**src/rtl/nrg_pkg.sv**
```systemverilog
// Shared types, character codes and arithmetic constants for the NMEA RMC/GGA parser.
// No dependencies; every other file of the block but nrg_fifo imports this package.
`timescale 1ns / 1ps
package nrg_pkg;

  localparam int MAX_LEN     = 128;
  localparam int FRAC_DIGITS = 5;
  localparam int QUEUE_DEPTH = 4;

  localparam logic [7:0] CH_NUL    = 8'h00;
  localparam logic [7:0] CH_LF     = 8'h0A;
  localparam logic [7:0] CH_CR     = 8'h0D;
  localparam logic [7:0] CH_DOLLAR = 8'h24;
  localparam logic [7:0] CH_STAR   = 8'h2A;
  localparam logic [7:0] CH_PLUS   = 8'h2B;
  localparam logic [7:0] CH_COMMA  = 8'h2C;
  localparam logic [7:0] CH_MINUS  = 8'h2D;
  localparam logic [7:0] CH_DOT    = 8'h2E;
  localparam logic [7:0] CH_A      = 8'h41;
  localparam logic [7:0] CH_S      = 8'h53;
  localparam logic [7:0] CH_W      = 8'h57;

  localparam logic [39:0] ADDR_GPRMC = "GPRMC";
  localparam logic [39:0] ADDR_GNRMC = "GNRMC";
  localparam logic [39:0] ADDR_GPGGA = "GPGGA";
  localparam logic [39:0] ADDR_GNGGA = "GNGGA";

  localparam logic [2:0] ST_RMC_OK = 3'd0;
  localparam logic [2:0] ST_GGA_OK = 3'd1;
  localparam logic [2:0] ST_OTHER  = 3'd2;
  localparam logic [2:0] ST_VOID   = 3'd3;
  localparam logic [2:0] ST_BAD    = 3'd4;

  localparam logic [29:0] INT_CAP   = 30'd1000000000;
  localparam logic [31:0] LAT_LIMIT = 32'd900000000;
  localparam logic [31:0] LON_LIMIT = 32'd1800000000;
  localparam logic [21:0] SPD_LIMIT = 22'd2000000;
  localparam logic [24:0] ALT_LIMIT = 25'd9999999;
  localparam logic [24:0] ALT_NEG_LIMIT = 25'd99999;

  // Reciprocals: x/15 = (x*M15)>>35, z/78125 = (z*M78125)>>44, f/100000 = (f*M1E5)>>41.
  localparam logic [31:0] M15     = 32'd2290649225;
  localparam logic [31:0] M78125  = 32'd225179982;
  localparam logic [31:0] M1E5    = 32'd21990233;

  // Weight of each fraction digit, normalized to seven decimal places.
  localparam logic [23:0] FRAC_W [7] = '{24'd1000000, 24'd100000, 24'd10000, 24'd1000,
                                         24'd100, 24'd10, 24'd1};

  typedef enum logic [2:0] {
    OP_NONE, OP_LAT, OP_LON, OP_SPD, OP_ALT, OP_SAT, OP_EOL
  } op_e;

  typedef struct packed {
    op_e         op;
    logic [29:0] int_val;
    logic [7:0]  deg;
    logic        big;
    logic [6:0]  rem;
    logic [23:0] f7;
    logic        neg;
    logic [2:0]  status;
    logic [4:0]  mask;     // sat, alt, spd, lon, lat
    logic        south;
    logic        west;
  } evt_t;

  function automatic logic [4:0] hex_val(input logic [7:0] c);
    logic [4:0] r;
    r = 5'd0;
    if (c >= "0" && c <= "9") r = {1'b1, 4'(c - "0")};
    else if (c >= "A" && c <= "F") r = {1'b1, 4'(c - "A" + 8'd10)};
    else if (c >= "a" && c <= "f") r = {1'b1, 4'(c - "a" + 8'd10)};
    return r;
  endfunction

endpackage

```
**src/rtl/nrg_fifo.sv**
```systemverilog
// Small register queue that decouples the character front end from the arithmetic back end.
// Depends on nothing but its parameters.
`timescale 1ns / 1ps
module nrg_fifo #(
  parameter int WIDTH = 8,
  parameter int DEPTH = 4
) (
  input  logic             clk_i,
  input  logic             rst_ni,
  input  logic             push_i,
  input  logic [WIDTH-1:0] data_i,
  input  logic             pop_i,
  output logic [WIDTH-1:0] data_o,
  output logic             empty_o,
  output logic             full_o
);
  localparam int AW = (DEPTH > 1) ? $clog2(DEPTH) : 1;
  localparam int CW = $clog2(DEPTH + 1);

  logic [WIDTH-1:0] mem_q [DEPTH];
  logic [AW-1:0]    wr_q, rd_q;
  logic [CW-1:0]    cnt_q;
  logic             do_push, do_pop;

  assign empty_o = (cnt_q == '0);
  assign full_o  = (cnt_q == CW'(DEPTH));
  assign do_push = push_i && !full_o;
  assign do_pop  = pop_i && !empty_o;
  assign data_o  = mem_q[rd_q];

  always_ff @(posedge clk_i) begin
    if (do_push) mem_q[wr_q] <= data_i;
  end

  always_ff @(posedge clk_i or negedge rst_ni) begin
    if (!rst_ni) begin
      wr_q  <= '0;
      rd_q  <= '0;
      cnt_q <= '0;
    end else begin
      if (do_push) wr_q <= (wr_q == AW'(DEPTH - 1)) ? '0 : wr_q + 1'b1;
      if (do_pop)  rd_q <= (rd_q == AW'(DEPTH - 1)) ? '0 : rd_q + 1'b1;
      if (do_push && !do_pop) cnt_q <= cnt_q + 1'b1;
      else if (do_pop && !do_push) cnt_q <= cnt_q - 1'b1;
    end
  end
endmodule

```
**src/rtl/nrg_front.sv**
```systemverilog
// Character front end: framing, checksum, field tracking and number accumulation.
// Depends on nrg_pkg; emits one event per relevant field end and per newline.
`timescale 1ns / 1ps
module nrg_front (
  input  logic          clk_i,
  input  logic          rst_ni,
  input  logic          acc_i,
  input  logic [7:0]    c_i,
  output logic          push_o,
  output nrg_pkg::evt_t evt_o
);
  import nrg_pkg::*;

  localparam logic [2:0] PH_START = 3'd0;
  localparam logic [2:0] PH_BODY  = 3'd1;
  localparam logic [2:0] PH_HI    = 3'd2;
  localparam logic [2:0] PH_LO    = 3'd3;
  localparam logic [2:0] PH_DONE  = 3'd4;
  localparam logic [2:0] PH_BAD   = 3'd5;

  localparam logic [1:0] K_UNKNOWN = 2'd0;
  localparam logic [1:0] K_RMC     = 2'd1;
  localparam logic [1:0] K_GGA     = 2'd2;

  typedef struct packed {
    logic active, lat, ns, lon, ew, spd, alt, sat, south, west;
  } flags_t;

  logic [7:0]  xor_q, xor_d, cc_q, cc_d, chk_q, chk_d, first_q, first_d;
  logic [4:0]  fn_q, fn_d;
  logic [2:0]  phase_q, phase_d, alen_q, alen_d, nfrac_q, nfrac_d;
  logic [1:0]  kind_q, kind_d;
  logic        cut_q, cut_d, has_q, has_d, dot_q, dot_d, neg_q, neg_d, stop_q, stop_d;
  logic        big_q, big_d;
  flags_t      fl_q, fl_d;
  logic [39:0] addr_q, addr_d;
  logic [29:0] int_q, int_d;
  logic [7:0]  deg_q, deg_d;
  logic [3:0]  r1_q, r1_d, r0_q, r0_d;
  logic [23:0] f7_q, f7_d;

  logic        fin, do_char, bad;
  logic [4:0]  hx;
  logic [3:0]  dig;
  logic [33:0] int_n;
  logic [10:0] deg_n;
  op_e         fop;

  assign hx  = hex_val(c_i);
  assign dig = 4'(c_i - "0");

  always_comb begin
    xor_d = xor_q; cc_d = cc_q; chk_d = chk_q; first_d = first_q; fn_d = fn_q;
    phase_d = phase_q; alen_d = alen_q; nfrac_d = nfrac_q; kind_d = kind_q;
    cut_d = cut_q; has_d = has_q; dot_d = dot_q; neg_d = neg_q; stop_d = stop_q;
    big_d = big_q; fl_d = fl_q; addr_d = addr_q; int_d = int_q; deg_d = deg_q;
    r1_d = r1_q; r0_d = r0_q; f7_d = f7_q;
    fin = 1'b0; do_char = 1'b0; push_o = 1'b0; evt_o = '0; fop = OP_NONE;
    bad = (cc_q > 8'(MAX_LEN - 1)) || (phase_q != PH_DONE) || (xor_q != chk_q);
    int_n = {int_q, 3'b000} + {3'b000, int_q, 1'b0} + 34'(dig);
    deg_n = {deg_q, 3'b000} + {2'b00, deg_q, 1'b0} + 11'(r1_q);

    if (acc_i) begin
      if (c_i == CH_LF) begin
        push_o    = 1'b1;
        evt_o.op  = OP_EOL;
        evt_o.south = fl_q.south;
        evt_o.west  = fl_q.west;
        if (bad) evt_o.status = ST_BAD;
        else if (kind_q == K_RMC && !fl_q.active) evt_o.status = ST_VOID;
        else if (kind_q == K_RMC || kind_q == K_GGA) begin
          evt_o.status = (kind_q == K_RMC) ? ST_RMC_OK : ST_GGA_OK;
          evt_o.mask = {fl_q.sat, fl_q.alt, fl_q.spd, fl_q.lon && fl_q.ew, fl_q.lat && fl_q.ns};
        end else evt_o.status = ST_OTHER;
        xor_d = '0; cc_d = '0; chk_d = '0; fn_d = '0; phase_d = PH_START; kind_d = K_UNKNOWN;
        cut_d = 1'b0; fl_d = '0; addr_d = '0; alen_d = '0;
        has_d = 1'b0; first_d = '0; dot_d = 1'b0; neg_d = 1'b0; stop_d = 1'b0;
        int_d = '0; deg_d = '0; big_d = 1'b0; r1_d = '0; r0_d = '0; f7_d = '0; nfrac_d = '0;
      end else if (c_i != CH_NUL) begin
        if (cc_q != 8'hFF) cc_d = cc_q + 1'b1;
        if (!cut_q) begin
          if (c_i == CH_CR) cut_d = 1'b1;
          else begin
            unique case (phase_q)
              PH_START: phase_d = (c_i == CH_DOLLAR) ? PH_BODY : PH_BAD;
              PH_BODY: begin
                if (c_i == CH_STAR) begin
                  fin = 1'b1;
                  phase_d = PH_HI;
                end else begin
                  xor_d = xor_q ^ c_i;
                  if (c_i == CH_COMMA) fin = 1'b1;
                  else begin
                    if (fn_q == '0 && alen_q < 3'd6) begin
                      addr_d = {addr_q[31:0], c_i};
                      alen_d = alen_q + 1'b1;
                    end
                    do_char = 1'b1;
                  end
                end
              end
              PH_HI: begin
                if (!hx[4]) phase_d = PH_BAD;
                else begin
                  chk_d = {hx[3:0], 4'h0};
                  phase_d = PH_LO;
                end
              end
              PH_LO: begin
                if (!hx[4]) phase_d = PH_BAD;
                else begin
                  chk_d = chk_q | {4'h0, hx[3:0]};
                  phase_d = PH_DONE;
                end
              end
              default: ;
            endcase
          end
        end
      end
    end

    // Number accumulation for one field character.
    if (do_char) begin
      if (!has_q) first_d = c_i;
      has_d = 1'b1;
      if (!stop_q) begin
        if (c_i >= "0" && c_i <= "9") begin
          if (!dot_q) begin
            int_d = (int_n > 34'(INT_CAP)) ? INT_CAP : int_n[29:0];
            if (!big_q) begin
              if (deg_n > 11'd180) big_d = 1'b1;
              else deg_d = deg_n[7:0];
            end
            r1_d = r0_q;
            r0_d = dig;
          end else if (nfrac_q < 3'(FRAC_DIGITS)) begin
            f7_d = f7_q + 24'(dig * FRAC_W[nfrac_q]);
            nfrac_d = nfrac_q + 1'b1;
          end
        end else if (c_i == CH_DOT && !dot_q) dot_d = 1'b1;
        else if ((c_i == CH_MINUS || c_i == CH_PLUS) && !has_q) neg_d = (c_i == CH_MINUS);
        else stop_d = 1'b1;
      end
    end

    // Field end: classify the address or note which value this field carries.
    if (fin) begin
      if (fn_q == '0) begin
        kind_d = K_UNKNOWN;
        if (alen_q == 3'd5) begin
          if (addr_q == ADDR_GPRMC || addr_q == ADDR_GNRMC) kind_d = K_RMC;
          else if (addr_q == ADDR_GPGGA || addr_q == ADDR_GNGGA) kind_d = K_GGA;
        end
      end else if (has_q && kind_q == K_RMC) begin
        case (fn_q)
          5'd2: if (first_q == CH_A) fl_d.active = 1'b1;
          5'd3: begin fop = OP_LAT; fl_d.lat = 1'b1; end
          5'd4: begin fl_d.ns = 1'b1; if (first_q == CH_S) fl_d.south = 1'b1; end
          5'd5: begin fop = OP_LON; fl_d.lon = 1'b1; end
          5'd6: begin fl_d.ew = 1'b1; if (first_q == CH_W) fl_d.west = 1'b1; end
          5'd7: begin fop = OP_SPD; fl_d.spd = 1'b1; end
          default: ;
        endcase
      end else if (has_q && kind_q == K_GGA) begin
        case (fn_q)
          5'd2: begin fop = OP_LAT; fl_d.lat = 1'b1; end
          5'd3: begin fl_d.ns = 1'b1; if (first_q == CH_S) fl_d.south = 1'b1; end
          5'd4: begin fop = OP_LON; fl_d.lon = 1'b1; end
          5'd5: begin fl_d.ew = 1'b1; if (first_q == CH_W) fl_d.west = 1'b1; end
          5'd7: begin fop = OP_SAT; fl_d.sat = 1'b1; end
          5'd9: begin fop = OP_ALT; fl_d.alt = 1'b1; end
          default: ;
        endcase
      end
      if (fop != OP_NONE) begin
        push_o        = 1'b1;
        evt_o.op      = fop;
        evt_o.int_val = int_q;
        evt_o.deg     = deg_q;
        evt_o.big     = big_q;
        evt_o.rem     = 7'({r1_q, 3'b000} + {1'b0, r1_q, 1'b0} + {3'b000, r0_q});
        evt_o.f7      = f7_q;
        evt_o.neg     = neg_q;
      end
      has_d = 1'b0; first_d = '0; dot_d = 1'b0; neg_d = 1'b0; stop_d = 1'b0;
      int_d = '0; deg_d = '0; big_d = 1'b0; r1_d = '0; r0_d = '0; f7_d = '0; nfrac_d = '0;
      if (fn_q != 5'd31) fn_d = fn_q + 1'b1;
    end
  end

  always_ff @(posedge clk_i or negedge rst_ni) begin
    if (!rst_ni) begin
      xor_q <= '0; cc_q <= '0; chk_q <= '0; first_q <= '0; fn_q <= '0;
      phase_q <= PH_START; alen_q <= '0; nfrac_q <= '0; kind_q <= K_UNKNOWN;
      cut_q <= 1'b0; has_q <= 1'b0; dot_q <= 1'b0; neg_q <= 1'b0; stop_q <= 1'b0;
      big_q <= 1'b0; fl_q <= '0; addr_q <= '0; int_q <= '0; deg_q <= '0;
      r1_q <= '0; r0_q <= '0; f7_q <= '0;
    end else begin
      xor_q <= xor_d; cc_q <= cc_d; chk_q <= chk_d; first_q <= first_d; fn_q <= fn_d;
      phase_q <= phase_d; alen_q <= alen_d; nfrac_q <= nfrac_d; kind_q <= kind_d;
      cut_q <= cut_d; has_q <= has_d; dot_q <= dot_d; neg_q <= neg_d; stop_q <= stop_d;
      big_q <= big_d; fl_q <= fl_d; addr_q <= addr_d; int_q <= int_d; deg_q <= deg_d;
      r1_q <= r1_d; r0_q <= r0_d; f7_q <= f7_d;
    end
  end
endmodule

```
**src/rtl/nrg_back.sv**
```systemverilog
// Arithmetic back end: fixed-point conversion pipeline, pending values and the committed fix.
// Depends on nrg_pkg; consumes events from the queue and drives the result register.
`timescale 1ns / 1ps
module nrg_back (
  input  logic                clk_i,
  input  logic                rst_ni,
  input  logic                ev_valid_i,
  input  nrg_pkg::evt_t       ev_i,
  output logic                ev_pop_o,
  output logic                out_valid_o,
  input  logic                out_stall_i,
  output logic [2:0]          status_o,
  output logic signed [30:0]  lat_o,
  output logic signed [31:0]  lon_o,
  output logic [20:0]         spd_o,
  output logic signed [24:0]  alt_o,
  output logic [6:0]          sat_o
);
  import nrg_pkg::*;

  typedef struct packed {
    op_e         op;
    logic [27:0] mul_a;
    logic [16:0] int_part;
    logic [30:0] deg7;
    logic        big;
    logic        neg;
    logic [6:0]  sat;
    logic [2:0]  status;
    logic [4:0]  mask;
    logic        south;
    logic        west;
  } s1_t;

  typedef struct packed {
    op_e         op;
    logic [59:0] prod;
    logic [27:0] base;
    logic [30:0] deg7;
    logic        big;
    logic        neg;
    logic [6:0]  sat;
    logic [2:0]  status;
    logic [4:0]  mask;
    logic        south;
    logic        west;
  } s2_t;

  logic        en, v1_q, v2_q, vout_q;
  s1_t         s1_q, s1_d;
  s2_t         s2_q, s2_d;
  logic [29:0] m2;
  logic [34:0] y;
  logic [31:0] mul_b, mag, lim;
  logic [27:0] qv;
  logic [21:0] spd_v;
  logic [24:0] alt_m;
  logic [30:0] plat_q;
  logic [30:0] plon_q;
  logic [20:0] pspd_q;
  logic [24:0] palt_q;
  logic [6:0]  psat_q;
  logic [2:0]  st_q;
  logic signed [30:0] lat_q;
  logic signed [31:0] lon_q;
  logic [20:0] spd_q;
  logic signed [24:0] alt_q;
  logic [6:0]  sat_q;

  assign en       = !vout_q || !out_stall_i;
  assign ev_pop_o = en && ev_valid_i;

  // Stage 1: constant scaling and operand selection.
  always_comb begin
    m2 = 30'(ev_i.rem) * 30'd10000000 + 30'(ev_i.f7);
    y  = 35'(ev_i.f7) * 35'd1852;
    s1_d        = '0;
    s1_d.op     = ev_i.op;
    s1_d.deg7   = 31'(ev_i.deg) * 31'd10000000;
    s1_d.big    = ev_i.big;
    s1_d.neg    = ev_i.neg;
    s1_d.sat    = ev_i.neg ? 7'd0 : ((ev_i.int_val > 30'd99) ? 7'd99 : ev_i.int_val[6:0]);
    s1_d.status = ev_i.status;
    s1_d.mask   = ev_i.mask;
    s1_d.south  = ev_i.south;
    s1_d.west   = ev_i.west;
    case (ev_i.op)
      OP_LAT, OP_LON: s1_d.mul_a = m2[29:2];
      OP_SPD: begin
        s1_d.mul_a = y[34:7];
        s1_d.int_part = (ev_i.int_val > 30'd1081) ? 17'd1081 : ev_i.int_val[16:0];
      end
      OP_ALT: begin
        s1_d.mul_a = 28'(ev_i.f7);
        s1_d.int_part = (ev_i.int_val > 30'd100000) ? 17'd100000 : ev_i.int_val[16:0];
      end
      default: ;
    endcase
  end

  // Stage 2: reciprocal multiply and integer-part scaling.
  always_comb begin
    case (s1_q.op)
      OP_SPD:  mul_b = M78125;
      OP_ALT:  mul_b = M1E5;
      default: mul_b = M15;
    endcase
    s2_d        = '0;
    s2_d.op     = s1_q.op;
    s2_d.prod   = 60'(s1_q.mul_a) * 60'(mul_b);
    s2_d.base   = 28'(s1_q.int_part) * ((s1_q.op == OP_SPD) ? 28'd1852 : 28'd100);
    s2_d.deg7   = s1_q.deg7;
    s2_d.big    = s1_q.big;
    s2_d.neg    = s1_q.neg;
    s2_d.sat    = s1_q.sat;
    s2_d.status = s1_q.status;
    s2_d.mask   = s1_q.mask;
    s2_d.south  = s1_q.south;
    s2_d.west   = s1_q.west;
  end

  // Stage 3: shift, add and saturate.
  always_comb begin
    case (s2_q.op)
      OP_SPD:  qv = 28'(s2_q.prod >> 44);
      OP_ALT:  qv = 28'(s2_q.prod >> 41);
      default: qv = 28'(s2_q.prod >> 35);
    endcase
    lim   = (s2_q.op == OP_LAT) ? LAT_LIMIT : LON_LIMIT;
    mag   = 32'(s2_q.deg7) + 32'(qv);
    if (s2_q.big || mag > lim) mag = lim;
    spd_v = 22'(s2_q.base) + 22'(qv);
    if (s2_q.neg) spd_v = '0;
    else if (spd_v > SPD_LIMIT) spd_v = SPD_LIMIT;
    alt_m = 25'(s2_q.base) + 25'(qv);
    if (s2_q.neg) alt_m = (alt_m > ALT_NEG_LIMIT) ? -ALT_NEG_LIMIT : -alt_m;
    else if (alt_m > ALT_LIMIT) alt_m = ALT_LIMIT;
  end

  always_ff @(posedge clk_i) begin
    if (en) begin
      s1_q <= s1_d;
      s2_q <= s2_d;
      if (v2_q) begin
        case (s2_q.op)
          OP_LAT: plat_q <= mag[30:0];
          OP_LON: plon_q <= mag[30:0];
          OP_SPD: pspd_q <= spd_v[20:0];
          OP_ALT: palt_q <= alt_m;
          OP_SAT: psat_q <= s2_q.sat;
          default: ;
        endcase
      end
    end
  end

  always_ff @(posedge clk_i or negedge rst_ni) begin
    if (!rst_ni) begin
      v1_q <= 1'b0; v2_q <= 1'b0; vout_q <= 1'b0; st_q <= '0;
      lat_q <= '0; lon_q <= '0; spd_q <= '0; alt_q <= '0; sat_q <= '0;
    end else if (en) begin
      v1_q   <= ev_valid_i;
      v2_q   <= v1_q;
      vout_q <= v2_q && (s2_q.op == OP_EOL);
      if (v2_q && s2_q.op == OP_EOL) begin
        st_q <= s2_q.status;
        if (s2_q.mask[0]) lat_q <= s2_q.south ? -$signed(plat_q) : $signed(plat_q);
        if (s2_q.mask[1]) lon_q <= s2_q.west ? -$signed({1'b0, plon_q})
                                             : $signed({1'b0, plon_q});
        if (s2_q.mask[2]) spd_q <= pspd_q;
        if (s2_q.mask[3]) alt_q <= $signed(palt_q);
        if (s2_q.mask[4]) sat_q <= psat_q;
      end
    end
  end

  assign out_valid_o = vout_q;
  assign status_o    = st_q;
  assign lat_o       = lat_q;
  assign lon_o       = lon_q;
  assign spd_o       = spd_q;
  assign alt_o       = alt_q;
  assign sat_o       = sat_q;
endmodule

```
**src/rtl/nmea_rmc_gga_parser_unit.sv**
```systemverilog
// NMEA RMC/GGA parser top level. One received byte is taken per clock cycle while the queue has room.
// With an empty queue and no held result, a newline's event enters the queue at the accepting
// edge, then passes through the two conversion stage registers and into the result register.
// Throughput is set by the front end, which handles one character per cycle while the queue has room.
// Reset (asynchronous, active low) clears the line state, the queue and the committed fix.
`timescale 1ns / 1ps
module nmea_rmc_gga_parser_unit #(
  parameter int QUEUE_DEPTH = nrg_pkg::QUEUE_DEPTH
) (
  input  logic               clk_i,
  input  logic               rst_ni,
  input  logic               in_valid_i,
  output logic               in_stall_o,
  input  logic [7:0]         rx_byte_i,
  output logic               out_valid_o,
  input  logic               out_stall_i,
  output logic [2:0]         line_status_o,
  output logic signed [30:0] latitude_e7_o,
  output logic signed [31:0] longitude_e7_o,
  output logic [20:0]        speed_mph_kmh_o,
  output logic signed [24:0] altitude_cm_o,
  output logic [6:0]         satellite_count_o
);
  import nrg_pkg::*;

  logic accept, push, pop, empty, full;
  evt_t evt_in, evt_out;

  // The front end takes a byte whenever the queue has room. Each request either updates the
  // line state only, or also posts one event: a value field to convert, or an end of line.
  assign in_stall_o = full;
  assign accept     = in_valid_i && !full;

  nrg_front u_front (
    .clk_i  (clk_i),
    .rst_ni (rst_ni),
    .acc_i  (accept),
    .c_i    (rx_byte_i),
    .push_o (push),
    .evt_o  (evt_in)
  );

  // The queue lets the front end keep taking bytes while the result register is held.
  nrg_fifo #(
    .WIDTH ($bits(evt_t)),
    .DEPTH (QUEUE_DEPTH)
  ) u_fifo (
    .clk_i   (clk_i),
    .rst_ni  (rst_ni),
    .push_i  (push),
    .data_i  (evt_in),
    .pop_i   (pop),
    .data_o  (evt_out),
    .empty_o (empty),
    .full_o  (full)
  );

  // The back end converts field values to fixed point, keeps them pending for the line and
  // commits them into the fix when the end-of-line event says the line checked out.
  nrg_back u_back (
    .clk_i       (clk_i),
    .rst_ni      (rst_ni),
    .ev_valid_i  (!empty),
    .ev_i        (evt_out),
    .ev_pop_o    (pop),
    .out_valid_o (out_valid_o),
    .out_stall_i (out_stall_i),
    .status_o    (line_status_o),
    .lat_o       (latitude_e7_o),
    .lon_o       (longitude_e7_o),
    .spd_o       (speed_mph_kmh_o),
    .alt_o       (altitude_cm_o),
    .sat_o       (satellite_count_o)
  );
endmodule

```
**config.mk**
```make
export PLATFORM = sky130hd
export DESIGN_NAME = nmea_rmc_gga_parser_unit
export DESIGN_NICKNAME = d
export VERILOG_FILES = /design/src/rtl/nrg_pkg.sv /design/src/rtl/nrg_fifo.sv /design/src/rtl/nrg_front.sv /design/src/rtl/nrg_back.sv /design/src/rtl/nmea_rmc_gga_parser_unit.sv
export SDC_FILE = /design/constraint.sdc
export NUM_CORES = 2
export LEC_CHECK = 0
export BUFFER_PORTS_ARGS = -buffer_cell sky130_fd_sc_hd__buf_4
export CORE_MARGIN = 8
export CORE_UTILIZATION = 40
export DETAILED_ROUTE_END_ITERATION = 6
export PLACE_DENSITY_LB_ADDON = 0.25
export REMOVE_ABC_BUFFERS = 1
export SETUP_SLACK_MARGIN = 0.5
export SYNTH_ARGS = -nofsm -noshare
export SYNTH_HDL_FRONTEND = slang
export SYNTH_SLANG_ARGS = --single-unit
```
**constraint.sdc**
```tcl
create_clock -name clk_i -period 12.1 [get_ports clk_i]
set_input_delay 1.21 -clock clk_i [delete_from_list [all_inputs] [get_ports clk_i]]
set_output_delay 1.21 -clock clk_i [all_outputs]
set_load 0.05 [all_outputs]
```
==> results.cfg <==
[layout]
multi_input_area_sq_mm = 0.04637
area_growth_syn_to_layout_pct = 9.348
final_cells = 9937
most-common-layout-cells = inv_1, ha_1, fa_1, edfxtp_1, nand2_1
final_layout_size_suffix_gt1_frac = 0.07890
layout_commonest_cell = inv_1
antennaDiodeCount = 0
n_fill_cell = 18260
seqCellArea_sq_mm = 0.02669
fin_nets = 8864

[setup_path]
cp-start-kind = register
crit_type = reg -> reg
cp_max_fo = 28
cp.arrival_ns = 10.78
endpoint_kind = register
critPathLaunch = u_back.s1_q[97]$_DFFE_PP_
critPathRequiredTime_ns = 12.56
reg2reg_from = u_back.s1_q[97]$_DFFE_PP_

[clock_tree]
worstSkewPairLatency_ns = 0.75
ctsResizeCount = 0
cts-root-buf = clkbuf_16
cts_tree = done
clkSlewWorstSetupHoldPaths_ns = 0.06
cts_buffers = 98
holdBufCountCts = 0
cts.sinks = 939
postCtsSetupRepairBufs = 0
htree_levels = 3
cts_buffer_depth = 3

[sta]
worst_slack_ns = 1.780
setup-violations-final = 0
rsz0062_at_grt = no
holdWs_ns = 0.4176
fmax_ghz = 0.09690
tightestPinTransition_ns = 1.243
relSlewSlack = 0.1667
finClkSkew_ns = 0.06208
period_share = 0.8529
tns_ns = 0
fin_crit_ns = 10.32
hold_viol = 0
final_max_slew_viol_count = 0

[run]
maxCapViolCount = 0

[grt]
antenna_found_initial = 1
grt_remaining_overflow = 0
grt_pass1_wl_um = 319800
grt_pass1_vias = 53360
grt_max_degree = 127
track_usage = 0.1925

[yosys]
synth_ff_type = edfxtp_1
synth_edf_count = 636
ys_types = 104
ys_warn_count = 0
avgSynthCellArea_sq_um = 11.04
ys_async_sr_fraction = 0.3227
synth_area_sq_mm = 0.07861
synthCells = 7120
ys_ff_latch = 939
ys_seq_area_frac = 0.3394

[routing]
via_count = 51430
drc_errors = 0
wirelength_um = 204700
drt_iter0_markers = 3555
ant_nets = 0
viasPerCell = 5.175
post_drt_wl_per_cell_um = 20.60
drt_pre_antenna_iters = 6

[floorplanning]
io_pins = 133
num_rows = 162
dieArea_sq_mm = 0.2110
die_height_um = 459.3
start_util = 0.4027
core_region_area_sq_mm = 0.1952
die_w_um = 459.3

[placement]
place_inst = 9753
portBuffers = 132
hpwl_um = 164500
routabilityCongestion = 0.9200
place_worst_setup_slack_ns = 1.680

[run_status]
status = finished clean

[min_path]
min-delay-start = u_back.s2_q[12]$_DFFE_PP_
hp-class = reg -> reg
[registers in the layout, indices dropped and copies added (netlist names), 30 cells and up]
name,count
u_back.lat_o,31
u_front.int_q,30
u_back.plat_q,31
u_back.lon_o,32
u_back.s2_q,94
u_back.plon_q,31
u_front.addr_q,40
u_fifo.mem_q,336
u_back.s1_q,91
[final timing paths]
kind	to	slack, ns	cells after the start
setup reg to reg	u_back.s2_q[136]$_DFFE_PP_	1.78	27
min in group asynchronous	u_back.lat_o[30]$_DFFE_PN0P_	0.57	1
hold / removal	u_back.psat_q[2]$_DFFE_PP_	0.42	0
hold reg to reg	u_back.psat_q[2]$_DFFE_PP_	0.42	0
setup / recovery	u_back.s2_q[136]$_DFFE_PP_	1.78	27
max in group asynchronous	u_fifo.rd_q[0]$_DFFE_PN0P_	9.20	3
[critical path, cell delays in order, from the launching register on]
cell       delay [ns]
edfxtp_1         0.52
or2_2            0.60
nand2_1          0.83
nand2_1          0.41
fa_1             0.55
fa_1             0.47
fa_1             0.64
inv_1            0.09
fa_1             0.54
inv_1            0.05
fa_1             0.51
inv_1            0.06
fa_1             0.47
inv_1            0.06
fa_1             0.53
inv_1            0.05
ha_1             0.19
a21oi_1          0.14
o21ai_0          0.16
a2111oi_0        0.82
o2111ai_1        0.46
nand4_1          0.40
a211oi_1         0.15
o31ai_1          0.45
o21ai_0          0.26
or3_1            0.37
and2_1           0.15
xor2_1           0.14
[cell type report]
type,instances,share of cell area
inverters,1331,0.05812
well taps,2624,0.03820
flip-flops and latches,939,0.3105
repair buffers,178,0.01578
multi-input cells,4681,0.5395
clock buffers,131,0.03143
clock inverters,53,0.006492
[cells in the mapped netlist, drive strengths merged, types with 12 or more instances]
master | instances | area share
o211ai | 23 | 0.0022
and3 | 47 | 0.0037
mux2i | 22 | 0.0028
ha | 817 | 0.13
edfxtp | 636 | 0.24
a21oi | 237 | 0.015
a211o | 12 | 0.0013
o21ai | 264 | 0.017
nor2 | 337 | 0.016
a31oi | 27 | 0.0022
or3 | 47 | 0.0037
buf | 22 | 0.0013
a21o | 91 | 0.0087
a211oi | 35 | 0.0035
xor2 | 140 | 0.016
and2 | 123 | 0.0098
nand3 | 115 | 0.0073
xnor2 | 157 | 0.018
or4 | 23 | 0.0022
inv | 1331 | 0.064
mux4 | 71 | 0.020
fa | 806 | 0.21
o21a | 53 | 0.0051
nand2b | 47 | 0.0037
or2 | 32 | 0.0025
a22oi | 32 | 0.0031
dfrtp | 303 | 0.096
o31ai | 46 | 0.0044
nor3b | 18 | 0.0018
nor4 | 28 | 0.0024
o22ai | 17 | 0.0014
clkbuf | 163 | 0.0078
o21bai | 26 | 0.0025
o41ai | 19 | 0.0022
nand4 | 34 | 0.0027
nor2b | 90 | 0.0073
nand2 | 448 | 0.021
mux2 | 86 | 0.012
a21boi | 16 | 0.0016
a22o | 39 | 0.0043
nor3 | 77 | 0.0050
[per-layer routing]
layer / routed length (um) / vias to the layer above / GRT usage
met5: 0 / - / 0
met1: 95140 / 25900 / 0.2728
met4: 4504 / 0 / 0.04081
li1: - / 24170 / -
met2: 96250 / 1106 / 0.3183
met3: 8801 / 250 / 0.02445
[per-stage QoR]
step,utilization,instance area (sq um)
floorplan,-,77960
global placement,0.4237,82700
detailed placement,0.4237,82700
CTS,0.4404,85960
global route,0.4404,85960
finish,0.4404,85960
[kinds of logic (layout without fill, tap and decap cells)]
family	after synthesis	in the layout	synth area share
DFF	939	939	0.3394
other	2	18	0.00009554
muxes	179	179	0.03546
buffers and inverters	1516	1693	0.07261
AOI/OAI and AO/OA	1049	1049	0.08867
xor gates and xnor gates	297	297	0.03328
adders and majority gates	1623	1623	0.3353
and+or+nand+nor	1515	1515	0.09517
Power is not shown: default switching activity piles up to over one toggle a cycle in this logic, so the estimate is an artifact.
